--- src/rtl/core/necir_pkg.sv ---
package necir_pkg;

    localparam int unsigned DUR_W  = 16;
    localparam int unsigned CODE_W = 32;

    localparam int unsigned HDR_MARK_US    = 9000;
    localparam int unsigned HDR_SPACE_US   = 4500;
    localparam int unsigned BIT_MARK_US    = 560;
    localparam int unsigned ONE_SPACE_US   = 1690;
    localparam int unsigned ZERO_SPACE_US  = 560;
    localparam int unsigned SPACE_SPLIT_US = (ONE_SPACE_US + ZERO_SPACE_US) / 2;

    localparam logic [DUR_W-1:0] HDR_MARK_LO  = DUR_W'(HDR_MARK_US * 7 / 10);
    localparam logic [DUR_W-1:0] HDR_MARK_HI  = DUR_W'(HDR_MARK_US * 13 / 10);
    localparam logic [DUR_W-1:0] HDR_SPACE_LO = DUR_W'(HDR_SPACE_US * 7 / 10);
    localparam logic [DUR_W-1:0] HDR_SPACE_HI = DUR_W'(HDR_SPACE_US * 13 / 10);
    localparam logic [DUR_W-1:0] BIT_MARK_LO  = DUR_W'(BIT_MARK_US * 7 / 10);
    localparam logic [DUR_W-1:0] BIT_MARK_HI  = DUR_W'(BIT_MARK_US * 13 / 10);
    localparam logic [DUR_W-1:0] SPACE_SPLIT  = DUR_W'(SPACE_SPLIT_US);

    localparam logic [1:0] SYM_HDR_MARK  = 2'd0;
    localparam logic [1:0] SYM_HDR_SPACE = 2'd1;
    localparam logic [1:0] SYM_BIT_MARK  = 2'd2;
    localparam logic [1:0] SYM_BIT_SPACE = 2'd3;

    typedef struct packed {
        logic window_fail;
        logic space_one;
    } t_sym_result;

endpackage

--- src/rtl/core/necir_if.sv ---
interface necir_in_if;
    logic                        valid;
    logic                        ready;
    logic [necir_pkg::DUR_W-1:0] duration_us;
    logic                        end_of_capture;

    modport source (output valid, output duration_us, output end_of_capture, input ready);
    modport sink   (input valid, input duration_us, input end_of_capture, output ready);
endinterface

interface necir_out_if;
    logic                         valid;
    logic                         ready;
    logic                         decode_ok;
    logic [necir_pkg::CODE_W-1:0] frame_code;

    modport source (output valid, output decode_ok, output frame_code, input ready);
    modport sink   (input valid, input decode_ok, input frame_code, output ready);
endinterface

--- src/rtl/core/nec_ir_pulse_decoder.sv ---
// channel | dir | beat payload                     | result
// i_in    | in  | duration_us[15:0], end_of_capture | one beat per pulse
// o_out   | out | decode_ok, frame_code[31:0]       | one beat per capture
//
// One pulse per cycle unless a result stalls; each result is output-registered.
// Input register feeds a single decode stage whose state updates per consumed pulse.
// Synchronous active-low reset clears the pulse counter, fail flag and both valids.
// A stalled result holds a following end-of-capture beat in the input register;
// input then stops until the result drains. Other pulses flow during the stall.
module nec_ir_pulse_decoder #(
    parameter int unsigned CODE_BITS = 32
) (
    input  logic               i_clk,
    input  logic               i_rst_n,
    necir_in_if.sink           i_in,
    necir_out_if.source        o_out
);

    localparam int unsigned FRAME = 2 + 2 * CODE_BITS;
    localparam int unsigned IW    = $clog2(FRAME + 1);
    localparam int unsigned BW    = $clog2(CODE_BITS);

    logic                        r_in_valid;
    logic [necir_pkg::DUR_W-1:0] r_in_dur;
    logic                        r_in_last;

    logic [IW-1:0]        r_idx;
    logic [CODE_BITS-1:0] r_acc;
    logic                 r_failed;

    logic                         r_out_valid;
    logic                         r_out_ok;
    logic [necir_pkg::CODE_W-1:0] r_out_code;

    logic                   w_consume;
    logic [1:0]             w_kind;
    necir_pkg::t_sym_result w_res;
    logic [IW-1:0]          w_bit_off;
    logic [BW-1:0]          w_bit_pos;
    logic [IW-1:0]          n_idx;
    logic [CODE_BITS-1:0]   n_acc;
    logic                   n_failed;
    logic                   w_ok;
    logic [necir_pkg::CODE_W-1:0] w_code;

    assign w_consume  = r_in_valid && (!r_in_last || !r_out_valid || o_out.ready);
    assign i_in.ready = !r_in_valid || w_consume;

    always_ff @(posedge i_clk) begin
        if (!i_rst_n) begin
            r_in_valid <= 1'b0;
        end else if (i_in.ready) begin
            r_in_valid <= i_in.valid;
        end
        if (i_in.ready && i_in.valid) begin
            r_in_dur  <= i_in.duration_us;
            r_in_last <= i_in.end_of_capture;
        end
    end

    always_comb begin
        if (r_idx == IW'(0)) begin
            w_kind = necir_pkg::SYM_HDR_MARK;
        end else if (r_idx == IW'(1)) begin
            w_kind = necir_pkg::SYM_HDR_SPACE;
        end else if (!r_idx[0]) begin
            w_kind = necir_pkg::SYM_BIT_MARK;
        end else begin
            w_kind = necir_pkg::SYM_BIT_SPACE;
        end
    end

    necir_symbol_check u_check (
        .i_duration_us (r_in_dur),
        .i_kind        (w_kind),
        .o_result      (w_res)
    );

    assign w_bit_off = (r_idx - IW'(3)) >> 1;
    assign w_bit_pos = w_bit_off[BW-1:0];

    always_comb begin
        n_idx    = r_idx;
        n_acc    = r_acc;
        n_failed = r_failed;
        if (r_idx < IW'(FRAME)) begin
            n_idx    = r_idx + IW'(1);
            n_failed = r_failed || w_res.window_fail;
            if (w_kind == necir_pkg::SYM_BIT_SPACE && w_res.space_one) begin
                n_acc = r_acc | (CODE_BITS'(1) << w_bit_pos);
            end
        end
    end

    assign w_ok = !n_failed && (n_idx >= IW'(FRAME));

    generate
        if (CODE_BITS >= necir_pkg::CODE_W) begin : g_code_wide
            assign w_code = n_acc[necir_pkg::CODE_W-1:0];
        end else begin : g_code_narrow
            assign w_code = {{(necir_pkg::CODE_W - CODE_BITS){1'b0}}, n_acc};
        end
    endgenerate

    always_ff @(posedge i_clk) begin
        if (!i_rst_n) begin
            r_idx       <= '0;
            r_acc       <= '0;
            r_failed    <= 1'b0;
            r_out_valid <= 1'b0;
        end else begin
            if (o_out.ready) begin
                r_out_valid <= 1'b0;
            end
            if (w_consume) begin
                if (r_in_last) begin
                    r_idx       <= '0;
                    r_acc       <= '0;
                    r_failed    <= 1'b0;
                    r_out_valid <= 1'b1;
                end else begin
                    r_idx    <= n_idx;
                    r_acc    <= n_acc;
                    r_failed <= n_failed;
                end
            end
        end
    end

    always_ff @(posedge i_clk) begin
        if (w_consume && r_in_last) begin
            r_out_ok   <= w_ok;
            r_out_code <= w_ok ? w_code : '0;
        end
    end

    assign o_out.valid      = r_out_valid;
    assign o_out.decode_ok  = r_out_ok;
    assign o_out.frame_code = r_out_code;

endmodule

--- src/rtl/core/necir_symbol_check.sv ---
module necir_symbol_check (
    input  logic [necir_pkg::DUR_W-1:0] i_duration_us,
    input  logic [1:0]                  i_kind,
    output necir_pkg::t_sym_result      o_result
);

    always_comb begin
        o_result.window_fail = 1'b0;
        o_result.space_one   = 1'b0;
        unique case (i_kind)
            necir_pkg::SYM_HDR_MARK: begin
                o_result.window_fail = (i_duration_us < necir_pkg::HDR_MARK_LO) ||
                                       (i_duration_us > necir_pkg::HDR_MARK_HI);
            end
            necir_pkg::SYM_HDR_SPACE: begin
                o_result.window_fail = (i_duration_us < necir_pkg::HDR_SPACE_LO) ||
                                       (i_duration_us > necir_pkg::HDR_SPACE_HI);
            end
            necir_pkg::SYM_BIT_MARK: begin
                o_result.window_fail = (i_duration_us < necir_pkg::BIT_MARK_LO) ||
                                       (i_duration_us > necir_pkg::BIT_MARK_HI);
            end
            default: begin
                o_result.space_one = i_duration_us > necir_pkg::SPACE_SPLIT;
            end
        endcase
    end

endmodule

--- src/flat_wrapper.sv ---
// flat-port wrapper written by rule: the top's interface ports become plain ports
module nec_ir_pulse_decoder_flat 
#(
    parameter int unsigned CODE_BITS = 32
)
  (i_clk, i_rst_n, i_in_valid, i_in_duration_us, i_in_end_of_capture, i_in_ready, o_out_valid, o_out_decode_ok, o_out_frame_code, o_out_ready);
  necir_in_if i_in_i ();
  necir_out_if o_out_i ();
  input  logic i_clk;
  input  logic i_rst_n;
  input wire logic [$bits(i_in_i.valid)-1:0] i_in_valid;
  input wire logic [$bits(i_in_i.duration_us)-1:0] i_in_duration_us;
  input wire logic [$bits(i_in_i.end_of_capture)-1:0] i_in_end_of_capture;
  output wire logic [$bits(i_in_i.ready)-1:0] i_in_ready;
  output wire logic [$bits(o_out_i.valid)-1:0] o_out_valid;
  output wire logic [$bits(o_out_i.decode_ok)-1:0] o_out_decode_ok;
  output wire logic [$bits(o_out_i.frame_code)-1:0] o_out_frame_code;
  input wire logic [$bits(o_out_i.ready)-1:0] o_out_ready;
  assign i_in_i.valid = i_in_valid;
  assign i_in_i.duration_us = i_in_duration_us;
  assign i_in_i.end_of_capture = i_in_end_of_capture;
  assign i_in_ready = i_in_i.ready;
  assign o_out_valid = o_out_i.valid;
  assign o_out_decode_ok = o_out_i.decode_ok;
  assign o_out_frame_code = o_out_i.frame_code;
  assign o_out_i.ready = o_out_ready;
  nec_ir_pulse_decoder #(.CODE_BITS(CODE_BITS)) u_core (.i_clk(i_clk), .i_rst_n(i_rst_n), .i_in(i_in_i), .o_out(o_out_i));
endmodule
--- config.mk ---
export PLATFORM = sky130hd
export DESIGN_NAME = nec_ir_pulse_decoder_flat
export DESIGN_NICKNAME = d
export VERILOG_FILES = /design/src/rtl/core/necir_pkg.sv /design/src/rtl/core/necir_if.sv /design/src/rtl/core/nec_ir_pulse_decoder.sv /design/src/rtl/core/necir_symbol_check.sv /design/src/flat_wrapper.sv
export SDC_FILE = /design/constraint.sdc
export NUM_CORES = 1
export LEC_CHECK = 0
export BUFFER_PORTS_ARGS = -buffer_cell sky130_fd_sc_hd__buf_2
export CAP_MARGIN = 5
export CORE_MARGIN = 2
export CORE_UTILIZATION = 40
export DETAILED_ROUTE_END_ITERATION = 6
export SLEW_MARGIN = 20
export SYNTH_ARGS = -nofsm -noshare
export SYNTH_HDL_FRONTEND = slang
export SYNTH_SLANG_ARGS = --single-unit
--- constraint.sdc ---
create_clock -name i_clk -period 3.7 [get_ports i_clk]
set_clock_uncertainty 0.1 [all_clocks]
set_input_delay 0.555 -clock i_clk [delete_from_list [all_inputs] [get_ports i_clk]]
set_output_delay 0.555 -clock i_clk [all_outputs]
set_load 0.02 [all_outputs]
# Yosys cells after proc, flatten, opt, wreduce, memory -nomap -nowiden
# Cells that the tools add are included.
[classes] magnitude_cmp=9 shift=1 n_bitwise=1 add_sub_neg=2 n_eq_ne=4 mux=15 multipliers=0 n_reduce_logical=19 n_div=0
[op_table] cell="$mux 32" n=3
[op_table] cell="$or 32x32->32" n=1
[op_table] cell="$shl 1x5->32 const A" n=1
[op_table] cell="$gt 16x10->1 const B" n=1
[op_table] cell="$gt 16x11->1 const B" n=1
[op_table] cell="$gt 16x13->1 const B" n=1
[op_table] cell="$gt 16x14->1 const B" n=1
[op_table] cell="$lt 16x12->1 const B" n=1
[op_table] cell="$lt 16x13->1 const B" n=1
[op_table] cell="$lt 16x9->1 const B" n=1
[op_table] cell="$mux 7" n=2
[op_table] cell="$add 7x1->7 const B" n=1
[op_table] cell="$eq 7x1->1 const B" n=1
[op_table] cell="$ge 7x7->1 const B" n=1
[op_table] cell="$logic_not 7->1" n=1
[op_table] cell="$logic_or 1x1->1" n=7
[op_table] cell="$lt 7x7->1 const B" n=1
[op_table] cell="$mux 1" n=7
[op_table] cell="$sub 6x2->6 const B" n=1
[op_table] cell="$logic_and 1x1->1" n=5
[op_table] cell="$eq 2x2->1 const B" n=2
[op_table] cell="$logic_not 1->1" n=4
[op_table] cell="$mux 2" n=2
[op_table] cell="$pmux 1 s3" n=1
[op_table] cell="other kinds (3)" n=3
[totals] ff_bits=92 mem_count=0 inputBits=21 rom_bits=0 ram_bits=0 latch_bits=0 word_cells=60

# Depth between registers and ports, before layout
[logic_depth] depth_word=10 ltp_mapped=10

# Modules after synthesis
# From an unflattened synthesis, not the netlist that was laid out.
[hier_totals] cells_unflattened=424 hier_area_um2=4247.8
[by_module_without_submodules] module="nec_ir_pulse_decoder" n_inst=1 cells_each=374 area_each_um2=3911.3 seq_area_each_um2=2342.2
[by_module_without_submodules] module="necir_symbol_check" n_inst=1 cells_each=50 area_each_um2=336.6 seq_area_each_um2=0.0

# Worst setup path before layout
# OpenSTA, ideal clock, no wires.
[synth_timing] path_kind="register to register" start="reg u_core.r_idx[0]" end="reg u_core.r_out_code (netlist bit u_core.o_out.frame_code[14]) (data pin)" arrival_time_ns=2.241 setup_slack_ns=1.082 path_buffers=2 period_less_slack_ns=2.618 required_time_ns=3.323 stages_incl_launch_ff=9 setup_time_ns=0.277 path_cell_list="dfxtp_1 -> ha_1 -> clkbuf_1 -> xnor2_1 -> nand2b_1 -> a2111oi_0 -> o22a_1 -> buf_2 -> nor4_1"
[synth_via] elab_chain_cells=9 word_cells_on_any_way=26
[synth_rtl] element="start: declaration" line_no="nec_ir_pulse_decoder.sv:27" rtl="logic [IW-1:0] r_idx;"
[synth_rtl] element="start signal: assignment" line_no="nec_ir_pulse_decoder.sv:122" rtl="r_idx <= n_idx;"
[synth_rtl] element="branches (longest 9 deep; another with $add 7x1->7)"
[synth_rtl] element="end signal: assignment" line_no="nec_ir_pulse_decoder.sv:133" rtl="r_out_code <= w_ok ? w_code : '0;"
[synth_rtl] element="end: declaration" line_no="nec_ir_pulse_decoder.sv:33" rtl="logic [necir_pkg::CODE_W-1:0] r_out_code;"
# Parallel ways; which one is timed is not known.
# A chain may end at the register's enable or synchronous reset.

# Worst setup path in the final report
[layout_timing] start="reg u_core.r_idx[0]" end="reg u_core.r_out_code (netlist bit u_core.o_out.frame_code[7]) (data pin)"
# Same word-level chain as after synthesis.

==> metrics.csv <==
stage,metric,value,unit
route,routed_wl,9.76,mm
power_and_ir_drop,power.density,400,mW/mm^2
timing,rsz0062_at_grt,no,
synth,synth_nets,455,
place,place_inst,598,
synth,async_flop_share,0,
die,rows,38,
clock_tree,post_cts_resized,0,
synth,avgSynthCellArea,10.3,um^2
clock_tree,cts_hold_buf,0,
power_and_ir_drop,power_leakage,1.70,nW
timing,finalCritPeriodShare,0.794,
critical_path,crit_path_start_kind,register,
synth,synthCells,431,
clock_tree,clk_root_buffer_cell,clkbuf_8,
min_path,worstHoldPathType,in -> reg,
timing,fin_setup_tns,0,ns
grt,grt_max_degree,34,
critical_path,r2r-end,u_core.o_out.frame_code[7]$_SDFFCE_PN0P_,
die,die_w,109,um
die,die_h,109,um
critical_path,arrival,2.94,ns
critical_path,r2r_cells,7,
final_layout,final_nets,493,
critical_path,critPathCaptureType,register,
synth,netlist_area,0.00445,mm^2
critical_path,r2r_start,u_core.r_idx[0]$_SDFFE_PN0P_,
route,first_pass_iters,5,
place,place.gp.congestion,0.845,
route,drtIter0Drc,188,
critical_path,crit_path_start,u_core.r_idx[0]$_SDFFE_PN0P_,
clock_tree,clk_path_buf_depth,2,
route,ant_nets,0,
synth,seq_area_frac_synth,0.527,
place,dp_hpwl,6.65,mm
synth,synth_area_leaders,"edfxtp_1 34%, dfxtp_1 19%, a21oi_1 5.9%, nor2_1 4.0%, nor4_2 3.9%",
die,io_pins,56,
final_layout,fin_util,0.461,
clock_tree,cts.sinks,92,
critical_path,cp_max_fo,33,
final_layout,final.fill_count,1064,
min_path,hold_start,i_in_duration_us[6],
timing,final-max-slew-violation-count,0,
timing,setup_violations,0,
critical_path,worstSetupPathType,reg -> reg,
synth,ys_warn_count,0,
grt,grt_pass1_vias,3197,
critical_path,cp.required,3.71,ns
synth,synthFlopType,edfxtp_1,
synth,yosysTopAreaCell,edfxtp_1,
final_layout,syn_to_final_growth,12.3,%
final_layout,layout-drive-gt1-share,0.222,
grt,grt_pass1_wl,16.2,mm
clock_tree,h-tree-depth,3,
outcome,status,"complete, no violations",
route,drc,0,
route,via_count,3464,
clock_tree,post_cts_buffers,0,
grt,grt_use_total,0.173,
grt,antenna_found_initial,0,
final_layout,antenna-diode-count,0,
timing,worstMarginPinSlew,0.802,ns
job,drv_cap,0,
synth,synth_top_area_share,0.338,
grt,grt-ovfl-total,0,
route,post_drt_wl_per_cell,15.9,um
synth,synth_cell_type_count,63,
synth,synth_seq_cells,92,
clock_tree,clk_latency,0.37,ns
critical_path,reg2reg_setup_slack,0.76,ns
die,initial_core_util,0.410,
die,coreArea,0.0108,mm^2
place,io_buffers,55,
min_path,hold_end,u_core.r_in_dur[6]$_DFFE_PP_,
min_path,holdPathStages,1,
timing,hold_viol_final,0,
power_and_ir_drop,peakVddDrop,0.000208,V
timing,relSlewSlack,0.463,
timing,clock.fmax,340,MHz
die,die_area,0.0120,mm^2
final_layout,stdcell_count,614,
clock_tree,cts_tree,done,
timing,period_needed,2.94,ns
clock_tree,path_clk_slew,0.09,ns
route,vias_per_cell,5.64,
clock_tree,numCtsBuffers,9,
synth,synth-edff-count,50,
[worst max path at each step]
stage	slack (ns)	end	depth (start not counted)
detailed placement	0.82	u_core.o_out.frame_code[7]$_SDFFCE_PN0P_	7
finish	0.76	u_core.o_out.frame_code[7]$_SDFFCE_PN0P_	7
global route	0.55	u_core.o_out.frame_code[29]$_SDFFCE_PN0P_	7
CTS	0.81	u_core.o_out.frame_code[7]$_SDFFCE_PN0P_	7
global placement	0.89	u_core.o_out.frame_code[14]$_SDFFCE_PN0P_	6
floorplan	1.08	u_core.o_out.frame_code[14]$_SDFFCE_PN0P_	8
[power breakdown]
| group | switching [mW] | total (mW) | internal (mW) |
|---|---|---|---|
| registers | 0.0222 | 1.12 | 1.10 |
| clock network | 0.373 | 0.734 | 0.361 |
| logic | 0.0994 | 0.144 | 0.0449 |
| total | 0.494 | 2.00 | 1.50 |
[metal layers]
| metal | part of all wire | track usage |
|---|---|---|
| met5 | 0 | 0 |
| met2 | 0.47 | 0.285 |
| met4 | 0.012 | 0.0497 |
| met1 | 0.45 | 0.231 |
| met3 | 0.062 | 0.0356 |
[sequential cells by signal, indices dropped and copies added (netlist names)]
name,cells
u_core.o_out.frame_code,32
u_core.o_out.decode_ok,1
u_core.r_acc,32
u_core.r_in_last,1
u_core.o_out.valid,1
u_core.r_idx,7
u_core.r_in_dur,16
u_core.r_failed,1
u_core.r_in_valid,1
[synthesized netlist by cell type (6+ instances only)]
cell	count
and3_1	6
nor4_2	14
a21oi_1	52
nand2b_1	6
dfxtp_1	42
nand3_1	6
nor4_1	24
clkbuf_1	17
edfxtp_1	50
nand2_1	15
a31oi_1	16
and2_1	8
nor2b_1	6
inv_1	11
a41oi_1	10
a21boi_0	7
nor2_1	47
or3_1	7
buf_2	11
o21ai_0	9
[through the flow]
step | instance area [um^2] | hold slack, ns | total power, mW | setup WS, ns
after floorplan | 4450 | 0.337 | 1.24 | 1.08
after global placement | 4770 | 0.348 | 1.29 | 0.893
after detailed placement | 4770 | 0.355 | 1.29 | 0.821
after CTS | 4990 | 0.248 | 2.01 | 0.807
after global routing | 4990 | 0.237 | 2.07 | 0.546
final | 4990 | 0.260 | 2.00 | 0.762
[area by class of cell]
cell class / instances / area (um^2) / share of cell area
timing repair buffer: 63 / 335 / 0.0672
clock inverter: 5 / 71.3 / 0.0143
sequential: 92 / 2340 / 0.469
multi-input combinational: 292 / 1870 / 0.375
tap: 140 / 175 / 0.0351
inverter: 11 / 41.3 / 0.00827
clock buffer: 11 / 153 / 0.0306
[worst max-delay path: stages (launching register included)]
cell and delay, ns:
dfxtp_1 0.56, ha_1 0.40, xnor2_1 0.28, nand2b_1 0.15, a2111oi_0 0.47, o22a_1 0.21, buf_4 0.37, nor4_1 0.11
[cells in the final DEF, fill, tap and decap left out, types with 4 or more instances in the layout]
cell      instances
nor2_1           47
inv_1            11
nand2_1          15
clkbuf_8          9
nand2b_1          6
and3_1            6
nor3_1            5
nor2b_1           6
nand3_1           6
nor4_1           24
buf_2            55
buf_4             8
and2_1            8
edfxtp_1         50
a31oi_1          16
a21boi_0          7
nor4_2           14
a21oi_1          52
xnor2_1           4
a41oi_1          10
nand4_1           5
o21ai_0           9
dfxtp_1          42
or3_1             7
[kinds of logic (layout without fill, tap and decap cells)]
logic type / after synthesis / count (layout) / share of synthesized area
and+or+nand+nor: 161 / 161 / 0.214
AOI/OAI and AO/OA: 123 / 123 / 0.189
DFF: 92 / 92 / 0.527
buffers and inverters: 47 / 90 / 0.0515
xor gates and xnor gates: 5 / 5 / 0.00985
adders and majority gates: 3 / 3 / 0.00844
Power figures use the tool's default switching activity.
